### src/sv/sgc_pkg.sv
`default_nettype none
package sgc_pkg;

  // Widths fixed by the tick and result formats
  localparam int unsigned KEY_W = 48;
  localparam int unsigned VAL_W = 64;
  localparam int unsigned IN_TDATA_W = 176;
  localparam int unsigned OUT_TDATA_W = 328;

  // Result status codes
  localparam logic [2:0] ST_IN_ORDER    = 3'd0;
  localparam logic [2:0] ST_UNCHECKED   = 3'd1;
  localparam logic [2:0] ST_EPOCH_RESET = 3'd2;
  localparam logic [2:0] ST_GAP         = 3'd3;
  localparam logic [2:0] ST_DUPLICATE   = 3'd4;
  localparam logic [2:0] ST_BACKWARDS   = 3'd5;
  localparam logic [2:0] ST_TABLE_FULL  = 3'd6;

  // Sequencer states
  typedef enum logic [1:0] {
    S_IDLE,
    S_LAUNCH,
    S_SCAN,
    S_DONE
  } ctrl_state_t;

  // Search packet moving along the row of cells (slot indexes travel beside it)
  typedef struct packed {
    logic             active;
    logic             hit;
    logic             free_hit;
    logic [VAL_W-1:0] epoch;
    logic [VAL_W-1:0] last;
    logic [VAL_W-1:0] gaps;
  } scan_pkt_t;

  // Watermark update broadcast to the row (slot index travels beside it)
  typedef struct packed {
    logic             en;
    logic [KEY_W-1:0] key;
    logic [VAL_W-1:0] epoch;
    logic [VAL_W-1:0] seq;
    logic [VAL_W-1:0] gaps;
  } entry_wr_t;

endpackage
`default_nettype wire

### src/sv/sgc_cell.sv
`default_nettype none
module sgc_cell
  import sgc_pkg::*;
#(
  parameter int unsigned IDX_W    = 6,
  parameter int unsigned CELL_IDX = 0
) (
  input  wire logic             clk,
  input  wire logic             rst_n,
  input  wire logic [KEY_W-1:0] key,
  input  wire scan_pkt_t        pkt_in,
  input  wire logic [IDX_W-1:0] hit_idx_in,
  input  wire logic [IDX_W-1:0] free_idx_in,
  output scan_pkt_t             pkt_out,
  output logic      [IDX_W-1:0] hit_idx_out,
  output logic      [IDX_W-1:0] free_idx_out,
  input  wire entry_wr_t        wr,
  input  wire logic [IDX_W-1:0] wr_idx
);

  localparam logic [IDX_W-1:0] MY_IDX = IDX_W'(CELL_IDX);

  logic             valid_r;
  logic [KEY_W-1:0] key_r;
  logic [VAL_W-1:0] epoch_r;
  logic [VAL_W-1:0] last_r;
  logic [VAL_W-1:0] gaps_r;

  scan_pkt_t        pkt_r, pkt_nxt;
  logic [IDX_W-1:0] hit_idx_r, hit_idx_nxt;
  logic [IDX_W-1:0] free_idx_r, free_idx_nxt;

  // Take the search packet: claim a key match, or note the lowest free slot
  always_comb begin
    pkt_nxt      = pkt_in;
    hit_idx_nxt  = hit_idx_in;
    free_idx_nxt = free_idx_in;
    if (pkt_in.active) begin
      if (valid_r && !pkt_in.hit && (key_r == key)) begin
        pkt_nxt.hit   = 1'b1;
        pkt_nxt.epoch = epoch_r;
        pkt_nxt.last  = last_r;
        pkt_nxt.gaps  = gaps_r;
        hit_idx_nxt   = MY_IDX;
      end
      if (!valid_r && !pkt_in.free_hit) begin
        pkt_nxt.free_hit = 1'b1;
        free_idx_nxt     = MY_IDX;
      end
    end
  end

  // Pass the packet on to the next cell
  always_ff @(posedge clk) begin
    if (!rst_n) begin
      pkt_r.active <= 1'b0;
    end else begin
      pkt_r.active <= pkt_nxt.active;
    end
    pkt_r.hit      <= pkt_nxt.hit;
    pkt_r.free_hit <= pkt_nxt.free_hit;
    pkt_r.epoch    <= pkt_nxt.epoch;
    pkt_r.last     <= pkt_nxt.last;
    pkt_r.gaps     <= pkt_nxt.gaps;
    hit_idx_r      <= hit_idx_nxt;
    free_idx_r     <= free_idx_nxt;
  end

  assign pkt_out      = pkt_r;
  assign hit_idx_out  = hit_idx_r;
  assign free_idx_out = free_idx_r;

  // Hold the entry; write the watermark when this slot is addressed
  always_ff @(posedge clk) begin
    if (!rst_n) begin
      valid_r <= 1'b0;
    end else if (wr.en && (wr_idx == MY_IDX)) begin
      valid_r <= 1'b1;
    end
    if (wr.en && (wr_idx == MY_IDX)) begin
      key_r   <= wr.key;
      epoch_r <= wr.epoch;
      last_r  <= wr.seq;
      gaps_r  <= wr.gaps;
    end
  end

endmodule
`default_nettype wire

### config.mk
export PLATFORM = sky130hd
export DESIGN_NAME = sgc_cell
export DESIGN_NICKNAME = d
export VERILOG_FILES = /design/src/sv/sgc_pkg.sv /design/src/sv/sgc_cell.sv
export SDC_FILE = /design/constraint.sdc
export NUM_CORES = 1
export LEC_CHECK = 0
export BUFFER_PORTS_ARGS = -buffer_cell sky130_fd_sc_hd__buf_2
export CAP_MARGIN = 20
export CORE_AREA = 2 2 279 281
export CTS_CLUSTER_SIZE = 24
export DETAILED_ROUTE_END_ITERATION = 12
export DIE_AREA = 0 0 281 283
export PLACE_DENSITY = 0.36
export SETUP_SLACK_MARGIN = 0.5
export SYNTH_ARGS = -nofsm -noshare
export SYNTH_HDL_FRONTEND = slang
export SYNTH_SLANG_ARGS = --single-unit
### constraint.sdc
create_clock -name clk -period 40.5 [get_ports clk]
set_clock_uncertainty 0.2 [all_clocks]
set_input_delay 2.025 -clock clk [delete_from_list [all_inputs] [get_ports clk]]
set_output_delay 2.025 -clock clk [all_outputs]
set_load 0.05 [all_outputs]
==> impl_metrics.csv <==
group,metric,value,unit
run_status,result_of_the_run,"complete, no violations",
yosys,synth.ff_latch_count,448,
yosys,yosysWarningCount,0,
cts,cts_root_buffer,"sky130_fd_sc_hd__clkbuf_16",
floorplan,die_area,79500,sq um
detailed_routing,drtPass1Iterations,4,
sta,worst_case_hold_slack,0.250,ns
setup_path,worst-endpoint-required,40.75,ns
global_route,largest_net_degree_at_the_start_of_global_routing,65,
global_route,grt_first_pass_wirelength,64.0,mm
global_route,grt_pass1_vias,9929,
placed_design,pre_cts_ws,34.84,ns
cts,post_cts_hold_buffer_count,0,
floorplan,num_rows,102,
detailed_routing,drt-total-wl,45.2,mm
setup_path,crit_path_max_incr_delay,0.71,ns
detailed_routing,drt_iter0_drc,273,
floorplan,floorplan.initialDensity,18.8,%
cts,post_cts.resized_instances,0,
detailed_routing,wire_per_inst,17.5,microns
placed_design,post_dp_hpwl,34.1,mm
sta,rsz0062_at_grt,"false",
yosys,synthDominantAreaCellType,"sky130_fd_sc_hd__edfxtp_1",
cts,clkTransAtPathRegs,0.06,ns
cells_and_area,drive_above_1_share,57.6,%
yosys,synth_cells,749,
cts,cts_buffer_depth,3,
cells_and_area,layout.filler_cells,7963,
sta,postLayoutSetupSlackWorst,35.46,ns
placed_design,placedInstanceArea,19100,sq um
flow_run,cap_violations,0,
yosys,synth.net_count,1253,
yosys,area_share_of_the_largest_cell_type_after_synthesis,49.9,%
setup_path,critical-path-slowest-cell,"sky130_fd_sc_hd__buf_4",
yosys,yosys.cell_types.count,20,
cts,cts_buffers,51,
setup_path,cpLargestDelayFamily,"buffers and inverters",
sta,slew_headroom,37.2,%
sta,final_min_period_over_clock_period,12.4,%
setup_path,crit_type,"in -> reg",
floorplan,fp.dieW,281,microns
placed_design,placed_cells,2485,
cts,later_pin_clock_latency_in_the_skew_report,0.57,ns
yosys,synth_area_leaders,"sky130_fd_sc_hd__edfxtp_1 (50%), sky130_fd_sc_hd__dfxtp_1 (29%), sky130_fd_sc_hd__mux2_1 (7.8%)",
yosys,post_synth.cell_area_avg,19.3,sq um
sta,min_period,5.04,ns
placed_design,io_buffer_count,710,
pwr,peakVddDrop,0.0343,mV
setup_path,cp-start-kind,"primary input",
cells_and_area,area_growth,43.8,%
yosys,netlist_area_before_placement,14400,sq um
floorplan,die_y,283,microns
pwr,p_per_area,49.7,nW/um^2
detailed_routing,postRouteAntennaNets,0,
floorplan,floorplan.io_pins,711,
yosys,synth_sequential_area_ratio,78.7,%
sta,fmaxAchievable,198,MHz
setup_path,critPathMaxFanout,58,
setup_path,critical_path.endpoint_type,"flip-flop",
sta,transition_at_the_pin_with_the_smallest_max_transition_slack,0.942,ns
detailed_routing,routed_via_density,3.50,
cells_and_area,finish.cell_count_without_fillers,2588,
cells_and_area,final_net_count,2002,
sta,fin_setup_tns,0,ns
global_route,antenna_found_initial,24,
floorplan,core-area,76700,sq um
global_route,grt.total_usage,10.9,%
sta,hold_viol,0,
setup_path,cp.arrival,5.29,ns
cts,htreeDepth,2,
setup_path,slack_of_the_worst_reg_to_reg_path,36.65,ns
setup_path,critical_path_buf_inv_count,3,
cts,clkSinkCount,448,
detailed_routing,routed-via-count,9051,
hold_path,worstHoldPathType,"reg -> reg",
sta,slew_viol_final,0,
cts,tritoncts,"done",
setup_path,critPathMostFrequentCell,"sky130_fd_sc_hd__buf_4",
global_route,grt_remaining_overflow,0,
pwr,power.leakage,0.00853,uW
cts,post_cts_setup_repair_bufs,0,
cells_and_area,design_area,20800,sq um
placed_design,gp_congestion,0.748,
sta,final-setup-viol-count,0,
setup_path,cp_cell_sequence,"buf_2, xor2_1, nor4_1, nand4_1, nor4_2, buf_4, buf_4, mux2_1",
detailed_routing,route.detailed.drc,0,
==> registers in the layout (all words and copies together), names as in the netlist <==
register / count
valid_r: 1
free_idx_out: 6
hit_idx_out: 6
last_r: 64
gaps_r: 64
pkt_out: 195
epoch_r: 64
key_r: 48
==> Yosys cell counts <==
cell type / count
sky130_fd_sc_hd__nor2_1: 1
sky130_fd_sc_hd__buf_6: 2
sky130_fd_sc_hd__or2_2: 1
sky130_fd_sc_hd__dfxtp_1: 208
sky130_fd_sc_hd__nand2_1: 2
sky130_fd_sc_hd__mux2_1: 100
sky130_fd_sc_hd__edfxtp_1: 240
sky130_fd_sc_hd__or4b_2: 1
sky130_fd_sc_hd__nand4_1: 2
sky130_fd_sc_hd__nor4_1: 13
sky130_fd_sc_hd__nand3_1: 1
sky130_fd_sc_hd__o21a_1: 1
sky130_fd_sc_hd__mux2_2: 92
sky130_fd_sc_hd__nor3_1: 2
sky130_fd_sc_hd__xor2_1: 48
sky130_fd_sc_hd__and2_1: 1
sky130_fd_sc_hd__buf_4: 9
sky130_fd_sc_hd__nor2b_1: 12
sky130_fd_sc_hd__nand2b_1: 2
sky130_fd_sc_hd__buf_8: 11
==> final cells by class <==
class | instances | area [sq um] | share of cell area [%]
flip-flops and latches | 448 | 11400 | 54.7
clock buffers | 79 | 1500 | 7.24
diodes | 9 | 22.5 | 0.108
repair buffers | 718 | 3610 | 17.4
multi-input cells | 279 | 2830 | 13.6
clock inverters | 15 | 129 | 0.620
well taps | 1040 | 1300 | 6.26
==> routing by layer <==
layer / share of wire (%) / vias up / wire (microns) / GRT usage [%]
met5: 0.40 / - / 182 / 0
met4: 2.6 / 30 / 1160 / 3.56
met2: 53 / 429 / 23800 / 20.3
li1: - / 4274 / - / -
met1: 33 / 4218 / 15100 / 10.3
met3: 11 / 100 / 4920 / 5.32
==> cells in the final DEF (no fill, tap or decap), types with 2 or more instances in the layout <==
master and count:
sky130_fd_sc_hd__buf_2 710, sky130_fd_sc_hd__buf_4 8, sky130_fd_sc_hd__bufinv_16 2, sky130_fd_sc_hd__clkbuf_1 18, sky130_fd_sc_hd__clkbuf_16 53, sky130_fd_sc_hd__clkbuf_8 8, sky130_fd_sc_hd__clkinv_1 4, sky130_fd_sc_hd__clkinv_2 6
sky130_fd_sc_hd__clkinvlp_4 2, sky130_fd_sc_hd__dfxtp_1 208, sky130_fd_sc_hd__diode_2 9, sky130_fd_sc_hd__edfxtp_1 240, sky130_fd_sc_hd__mux2_1 100, sky130_fd_sc_hd__mux2_2 92, sky130_fd_sc_hd__nand2_1 2, sky130_fd_sc_hd__nand2b_1 2
sky130_fd_sc_hd__nand4_1 2, sky130_fd_sc_hd__nor2b_1 12, sky130_fd_sc_hd__nor3_1 2, sky130_fd_sc_hd__nor4_1 11, sky130_fd_sc_hd__nor4_2 2, sky130_fd_sc_hd__xor2_1 48
==> through the flow <==
stage               power [uW]  utilization [%]
global route              1080             27.1
finish                    1030             27.1
CTS                       1060             27.1
global placement           593             24.9
floorplan                  554                -
detailed placement         593             24.9
==> cells by family (layout without fill, tap and decap cells) <==
kind of cell,after synthesis,after routing,share of synthesized area [%]
xor+xnor,48,48,2.91
buf+inv,22,812,1.77
flops,448,448,78.7
compound gates,1,1,0.0520
simple gates,38,38,1.59
other cells,0,9,0
mux,192,192,15.0
==> where the power goes <==
group	internal (uW)	switching [uW]	total [uW]
Sequential	491	3.39	494
Clock	267	184	451
Combinational	31.5	56.3	87.8
==> worst reg2reg max path: stages, from the launching register on <==
cell and delay (ns):
sky130_fd_sc_hd__edfxtp_1 0.37, sky130_fd_sc_hd__xor2_1 0.18, sky130_fd_sc_hd__nor4_1 0.48, sky130_fd_sc_hd__nand4_1 0.22, sky130_fd_sc_hd__nor4_2 0.31, sky130_fd_sc_hd__buf_4 0.68
sky130_fd_sc_hd__buf_4 0.83, sky130_fd_sc_hd__mux2_1 0.45
==> final timing paths <==
kind,start,cells past startpoint,end
max reg2reg,key_r[5]$_DFFE_PP_,7,pkt_out[125]$_DFF_P_
min,epoch_r[45]$_DFFE_PP_,1,pkt_out[173]$_DFF_P_
max,key[5],8,pkt_out[125]$_DFF_P_
min reg2reg,epoch_r[45]$_DFFE_PP_,1,pkt_out[173]$_DFF_P_
Note: power is estimated with default switching activity, not from simulation.
