File: src/sv/sgc_pkg.sv
`default_nettype none
package sgc_pkg;

  // Widths fixed by the tick and result formats
  localparam int unsigned KEY_W = 48;
  localparam int unsigned VAL_W = 64;
  localparam int unsigned IN_TDATA_W = 176;
  localparam int unsigned OUT_TDATA_W = 328;

  // Result status codes
  localparam logic [2:0] ST_IN_ORDER    = 3'd0;
  localparam logic [2:0] ST_UNCHECKED   = 3'd1;
  localparam logic [2:0] ST_EPOCH_RESET = 3'd2;
  localparam logic [2:0] ST_GAP         = 3'd3;
  localparam logic [2:0] ST_DUPLICATE   = 3'd4;
  localparam logic [2:0] ST_BACKWARDS   = 3'd5;
  localparam logic [2:0] ST_TABLE_FULL  = 3'd6;

  // Sequencer states
  typedef enum logic [1:0] {
    S_IDLE,
    S_LAUNCH,
    S_SCAN,
    S_DONE
  } ctrl_state_t;

  // Search packet moving along the row of cells (slot indexes travel beside it)
  typedef struct packed {
    logic             active;
    logic             hit;
    logic             free_hit;
    logic [VAL_W-1:0] epoch;
    logic [VAL_W-1:0] last;
    logic [VAL_W-1:0] gaps;
  } scan_pkt_t;

  // Watermark update broadcast to the row (slot index travels beside it)
  typedef struct packed {
    logic             en;
    logic [KEY_W-1:0] key;
    logic [VAL_W-1:0] epoch;
    logic [VAL_W-1:0] seq;
    logic [VAL_W-1:0] gaps;
  } entry_wr_t;

endpackage
`default_nettype wire

File: src/sv/sgc_ctrl.sv
`default_nettype none
module sgc_ctrl
  import sgc_pkg::*;
#(
  parameter int unsigned IDX_W = 6
) (
  input  wire logic                   clk,
  input  wire logic                   rst_n,
  input  wire logic                   in_tvalid,
  output logic                        in_tready,
  input  wire logic [IN_TDATA_W-1:0]  in_tdata,
  output logic                        out_tvalid,
  input  wire logic                   out_tready,
  output logic      [OUT_TDATA_W-1:0] out_tdata,
  output logic      [KEY_W-1:0]       key,
  output scan_pkt_t                   head_pkt,
  input  wire scan_pkt_t              tail_pkt,
  input  wire logic [IDX_W-1:0]       tail_hit_idx,
  input  wire logic [IDX_W-1:0]       tail_free_idx,
  output entry_wr_t                   wr,
  output logic      [IDX_W-1:0]       wr_idx
);

  ctrl_state_t state_r, state_nxt;

  logic [KEY_W-1:0] key_r;
  logic [VAL_W-1:0] epoch_r;
  logic [VAL_W-1:0] seq_r;

  scan_pkt_t        res_r;
  logic [IDX_W-1:0] res_hit_idx_r;
  logic [IDX_W-1:0] res_free_idx_r;

  logic [VAL_W-1:0] dup_cnt_r, dup_cnt_nxt;
  logic [VAL_W-1:0] back_cnt_r, back_cnt_nxt;
  logic [VAL_W-1:0] ers_cnt_r, ers_cnt_nxt;
  logic [VAL_W-1:0] gap_cnt_r, gap_cnt_nxt;

  logic             out_valid_r;
  logic             out_acc_r;
  logic [2:0]       out_status_r;
  logic [VAL_W-1:0] out_src_gaps_r;

  logic             fire;
  logic             in_xfer;
  logic             accepted;
  logic [2:0]       status;
  logic [VAL_W-1:0] src_gaps;
  logic [VAL_W-1:0] ent_epoch;
  logic [VAL_W-1:0] ent_last;
  logic [VAL_W-1:0] ent_gaps;

  assign in_tready = (state_r == S_IDLE);
  assign in_xfer   = in_tvalid && in_tready;
  assign fire      = (state_r == S_DONE) && (!out_valid_r || out_tready);

  // Sequence one tick: launch the search, wait for the tail, then decide
  always_comb begin
    state_nxt = state_r;
    unique case (state_r)
      S_IDLE:   if (in_xfer) state_nxt = S_LAUNCH;
      S_LAUNCH: state_nxt = S_SCAN;
      S_SCAN:   if (tail_pkt.active) state_nxt = S_DONE;
      S_DONE:   if (fire) state_nxt = S_IDLE;
      default:  state_nxt = S_IDLE;
    endcase
  end

  always_ff @(posedge clk) begin
    if (!rst_n) begin
      state_r <= S_IDLE;
    end else begin
      state_r <= state_nxt;
    end
  end

  // Hold the tick fields for the whole search
  always_ff @(posedge clk) begin
    if (in_xfer) begin
      key_r   <= in_tdata[47:0];
      epoch_r <= in_tdata[111:48];
      seq_r   <= in_tdata[175:112];
    end
  end

  assign key = key_r;

  // Empty packet enters the first cell for one cycle
  always_comb begin
    head_pkt          = '0;
    head_pkt.active   = (state_r == S_LAUNCH);
  end

  // Capture what the row found
  always_ff @(posedge clk) begin
    if ((state_r == S_SCAN) && tail_pkt.active) begin
      res_r          <= tail_pkt;
      res_hit_idx_r  <= tail_hit_idx;
      res_free_idx_r <= tail_free_idx;
    end
  end

  // Classify the tick against the stored watermark
  always_comb begin
    ent_epoch    = res_r.hit ? res_r.epoch : '0;
    ent_last     = res_r.hit ? res_r.last : '0;
    ent_gaps     = res_r.hit ? res_r.gaps : '0;
    accepted     = 1'b1;
    status       = ST_UNCHECKED;
    src_gaps     = ent_gaps;
    dup_cnt_nxt  = dup_cnt_r;
    back_cnt_nxt = back_cnt_r;
    ers_cnt_nxt  = ers_cnt_r;
    gap_cnt_nxt  = gap_cnt_r;
    wr_idx       = res_r.hit ? res_hit_idx_r : res_free_idx_r;
    if (!res_r.hit && !res_r.free_hit) begin
      accepted = 1'b0;
      status   = ST_TABLE_FULL;
      src_gaps = '0;
    end else if ((ent_epoch == epoch_r) && (ent_last != '0)) begin
      priority if (seq_r == ent_last) begin
        accepted    = 1'b0;
        status      = ST_DUPLICATE;
        dup_cnt_nxt = dup_cnt_r + 64'd1;
      end else if (seq_r < ent_last) begin
        accepted     = 1'b0;
        status       = ST_BACKWARDS;
        back_cnt_nxt = back_cnt_r + 64'd1;
      end else if (seq_r != (ent_last + 64'd1)) begin
        status      = ST_GAP;
        gap_cnt_nxt = gap_cnt_r + 64'd1;
        src_gaps    = ent_gaps + 64'd1;
      end else begin
        status = ST_IN_ORDER;
      end
    end else if (ent_epoch != '0) begin
      status      = ST_EPOCH_RESET;
      ers_cnt_nxt = ers_cnt_r + 64'd1;
    end
    wr.en    = fire && accepted;
    wr.key   = key_r;
    wr.epoch = epoch_r;
    wr.seq   = seq_r;
    wr.gaps  = src_gaps;
  end

  // Advance the running totals
  always_ff @(posedge clk) begin
    if (!rst_n) begin
      dup_cnt_r  <= '0;
      back_cnt_r <= '0;
      ers_cnt_r  <= '0;
      gap_cnt_r  <= '0;
    end else if (fire) begin
      dup_cnt_r  <= dup_cnt_nxt;
      back_cnt_r <= back_cnt_nxt;
      ers_cnt_r  <= ers_cnt_nxt;
      gap_cnt_r  <= gap_cnt_nxt;
    end
  end

  // Output register: hold the result until the receiver takes the transfer
  always_ff @(posedge clk) begin
    if (!rst_n) begin
      out_valid_r <= 1'b0;
    end else if (fire) begin
      out_valid_r <= 1'b1;
    end else if (out_tready) begin
      out_valid_r <= 1'b0;
    end
    if (fire) begin
      out_acc_r      <= accepted;
      out_status_r   <= status;
      out_src_gaps_r <= src_gaps;
    end
  end

  assign out_tvalid = out_valid_r;
  assign out_tdata  = {4'd0, gap_cnt_r, ers_cnt_r, back_cnt_r, dup_cnt_r,
                       out_src_gaps_r, out_status_r, out_acc_r};

endmodule
`default_nettype wire

File: config.mk
export PLATFORM = sky130hd
export DESIGN_NAME = sgc_ctrl
export DESIGN_NICKNAME = d
export VERILOG_FILES = /design/src/sv/sgc_pkg.sv /design/src/sv/sgc_ctrl.sv
export SDC_FILE = /design/constraint.sdc
export NUM_CORES = 1
export LEC_CHECK = 0
export BUFFER_PORTS_ARGS = -buffer_cell sky130_fd_sc_hd__buf_2
export CAP_MARGIN = 20
export CORE_AREA = 2 2 464 466
export CTS_CLUSTER_SIZE = 16
export DETAILED_ROUTE_END_ITERATION = 7
export DIE_AREA = 0 0 466 468
export GPL_ROUTABILITY_DRIVEN = 0
export PLACE_DENSITY = 0.42
export SETUP_SLACK_MARGIN = 0.4
export SLEW_MARGIN = 5
export SYNTH_ARGS = -nofsm -noshare
export SYNTH_HDL_FRONTEND = slang
export SYNTH_SLANG_ARGS = --single-unit
File: constraint.sdc
create_clock -name clk -period 14.85 [get_ports clk]
set_input_delay 0.7425 -clock clk [delete_from_list [all_inputs] [get_ports clk]]
set_output_delay 0.7425 -clock clk [all_outputs]
set_load 0.01 [all_outputs]
==> impl_metrics.yaml <==
layout:
  layout_common_cells: "buf_2, edfxtp_1, nand2_1"
  area_growth_syn_to_layout_pct: 28.8
  finalInstanceArea_sq_um: 46100
  drive_gt1_share_pct: 27.7
  nets: 4896
  layout_commonest_cell: "buf_2"
  layout.cells.non_filler: 7367
clock_tree:
  clock_latency_ns: 0.73
  clk_pin_slew_ns: 0.06
  cts.sinks: 709
  root_buffer: "clkbuf_16"
  postCtsHoldBufs: 0
  post_cts_buffers: 0
  tritoncts: "yes"
  numCtsBuffers: 92
  cts-resized-gates: 0
  clk_path_buf_depth: 3
  htreeDepth: 3
logic_synthesis:
  syn_avg_cell_area_sq_um: 10.3
  netlist_instances: 3463
  synth_top_area_share_pct: 37.7
  async_flop_share_pct: 0
  ys_top_cells_by_area: "edfxtp_1, dfxtp_1, buf_4"
  synth-seq-area-share_pct: 52.2
  synth.distinct_cells: 80
  synthFlopType: "edfxtp_1"
  synth_seq_cells: 709
  netlist_area_sq_um: 35800
  ys_warn_count: 0
  synth_top_area_cell: "edfxtp_1"
  synth-edff-count: 450
pwr:
  powerDensity_nw_per_um2: 131
  internal_power_uw: 4060
  irDropWorstVdd_mv: 0.0904
  p_leak_uw: 0.0170
  sequentialPowerShare_pct: 43.9
  comb_power_share_pct: 18.6
  p_switching_uw: 1980
  swShare_pct: 32.8
  pwr-share-clk_pct: 37.5
floorplan:
  fp.dieArea_sq_um: 218000
  start_util_pct: 16.8
  die_width_microns: 466
  num_rows: 170
  die_y_microns: 468
  core_sq_um: 213000
  io_pins: 1207
placed_design:
  place_area_sq_um: 43100
  dp.cells: 7176
  place_hpwl_mm: 149
  place_worst_setup_slack_ns: 7.38
  numPortBuffers: 1008
worst_setup_path:
  cp_cell_sequence: "buf_4, buf_4, nand4_1, or4_1, nor4_1, a21oi_1, nor4b_1, nand4_1, or4_1, o21ai_4, buf_4, o31ai_1, a21oi_1, buf_2"
  max_stage_delay_ns: 0.81
  path_buf_inv: 4
  critPathMaxFanout: 80
  criticalPathCategory: "reg -> out"
  worstPathArrival_ns: 7.51
  worst_path_most_repeated_cell: "buf_4"
  crit_path_end_kind: "primary output"
  required_ns: 14.11
  cpMaxStageDelayCell: "or4_1"
  cpLargestDelayFamily: "simple AND/OR/NAND/NOR gates"
  start_kind: "flip-flop"
sta:
  setup_ws_ns: 6.59
  hold_viol: 0
  finalSetupViolations: 0
  worst_pin_slew_ns: 1.04
  period_share_pct: 55.6
  fmax_mhz: 121
  slew_viol_final: 0
  finalCriticalPeriod_ns: 8.26
  timing.setup.tns_ns: 0
  whs_ns: 0.185
  skew_ns: 0.0401
  relSlewSlack_pct: 30.8
  rsz0062_at_grt: "no"
global_routing:
  grt_overflow_total: 0
  track_usage_pct: 16.0
  antenna_found_initial: 52
  grt_pass1_vias: 29700
  grt_pass1_wl_mm: 244
  grt_max_degree: 85
drt:
  viasPerCell: 4.30
  first_pass_iters: 5
  routedWlPerCell_microns: 24.8
  drtIter0Drc: 1964
  drc: 0
  drt_wl_total_mm: 183
  num_vias: 31700
  ant_nets: 0
status:
  status: "completed"
worst_hold_path:
  hold_class: "in -> reg"
job:
  drv_cap: 0
==> power groups by stage <==
stage	combinational, uW	clock (uW)	sequential, uW
3_5_place_dp	1140	0	2700
3_3_place_gp	1140	0	2700
4_1_cts	1150	2350	2660
2_1_floorplan	596	0	2650
6_report	1120	2260	2650
5_1_grt	1220	2420	2680
==> sequential cells by signal, summed over array words and instances (netlist names) <==
signal / count
back_cnt_r: 64
dup_cnt_r: 64
epoch_r: 64
ers_cnt_r: 64
gap_cnt_r: 64
key: 48
out_acc_r: 1
out_src_gaps_r: 64
out_status_r: 3
out_tvalid: 1
res_free_idx_r: 6
res_hit_idx_r: 6
res_r: 194
seq_r: 64
state_r: 2
==> cell usage after synthesis (5+ instances only) <==
master / number
or3_1: 141
o32ai_1: 6
o21ai_1: 17
buf_4: 257
o41ai_1: 17
nand2_1: 265
a21o_1: 34
or4_1: 71
or2_2: 20
o21ai_0: 153
xnor2_1: 157
mux2i_1: 9
buf_1: 9
edfxtp_1: 450
inv_1: 76
o311ai_0: 6
nor4bb_1: 27
o31ai_1: 42
o211ai_1: 14
ha_1: 75
a31oi_1: 38
nor3_1: 63
nor4_1: 83
mux2_2: 9
dfxtp_1: 259
nor2b_1: 5
buf_6: 7
and4_1: 28
nor2_1: 230
xor2_1: 77
o21a_1: 19
nand2b_1: 13
a21oi_1: 211
or3b_1: 5
nand4_1: 136
and2_1: 20
buf_2: 22
nand3_1: 149
a2bb2oi_1: 22
nand3b_1: 9
clkbuf_1: 75
and3_1: 70
==> worst register-to-register path: cells and delay by family, from the launching register on <==
| kind | cells | cell delay (ns) |
|---|---|---|
| compound gates | 4 | 1.10 |
| buf+inv | 3 | 1.51 |
| flops | 1 | 0.32 |
| simple gates | 6 | 3.64 |
==> layer usage <==
metal	vias up	track usage, %	routed length [microns]
li1	14500	-	-
met1	15400	17.6	68700
met2	1421	28.9	93200
met5	-	0	184
met4	30	7.25	9000
met3	294	3.77	11600
==> through the flow <==
step | util, % | total power [uW]
floorplan | - | 3250
CTS | 21.6 | 6160
global route | 21.6 | 6310
detailed placement | 20.2 | 3850
finish | 21.6 | 6040
global placement | 20.2 | 3840
==> cell families (layout without fill, tap and decap cells) <==
group	Yosys count	in the layout	synth area share, %
AOI/OAI and AO/OA	620	620	10.6
xor gates and xnor gates	234	234	5.72
adders and majority gates	75	75	2.62
buffers and inverters	447	1293	7.60
DFF	709	709	52.2
muxes	18	18	0.535
other	1	221	0.0105
and+or+nand+nor	1359	1359	20.7
==> area by class of cell <==
cell class	count	area [sq um]
Tap cell	2838	3550
Clock inverter	43	449
Antenna cell	23	57.6
Timing Repair Buffer	1050	5370
Multi-Input combinational cell	2504	15200
Fill cell	23400	167000
Sequential cell	709	18700
Clock buffer	123	2510
Inverter	77	299
==> path summary, 6_finish.rpt <==
path | from | end | slack, ns | cells past startpoint
hold reg to reg | gap_cnt_r[63] | gap_cnt_r[63] | 0.47 | 2
setup reg to reg | res_r[193] | out_src_gaps_r[17] | 8.03 | 13
setup / recovery | res_r[193] | wr[17] | 6.59 | 14
hold / removal | in_tdata[25] | key[25] | 0.19 | 1
Note: power is estimated with default switching activity, not from simulation.
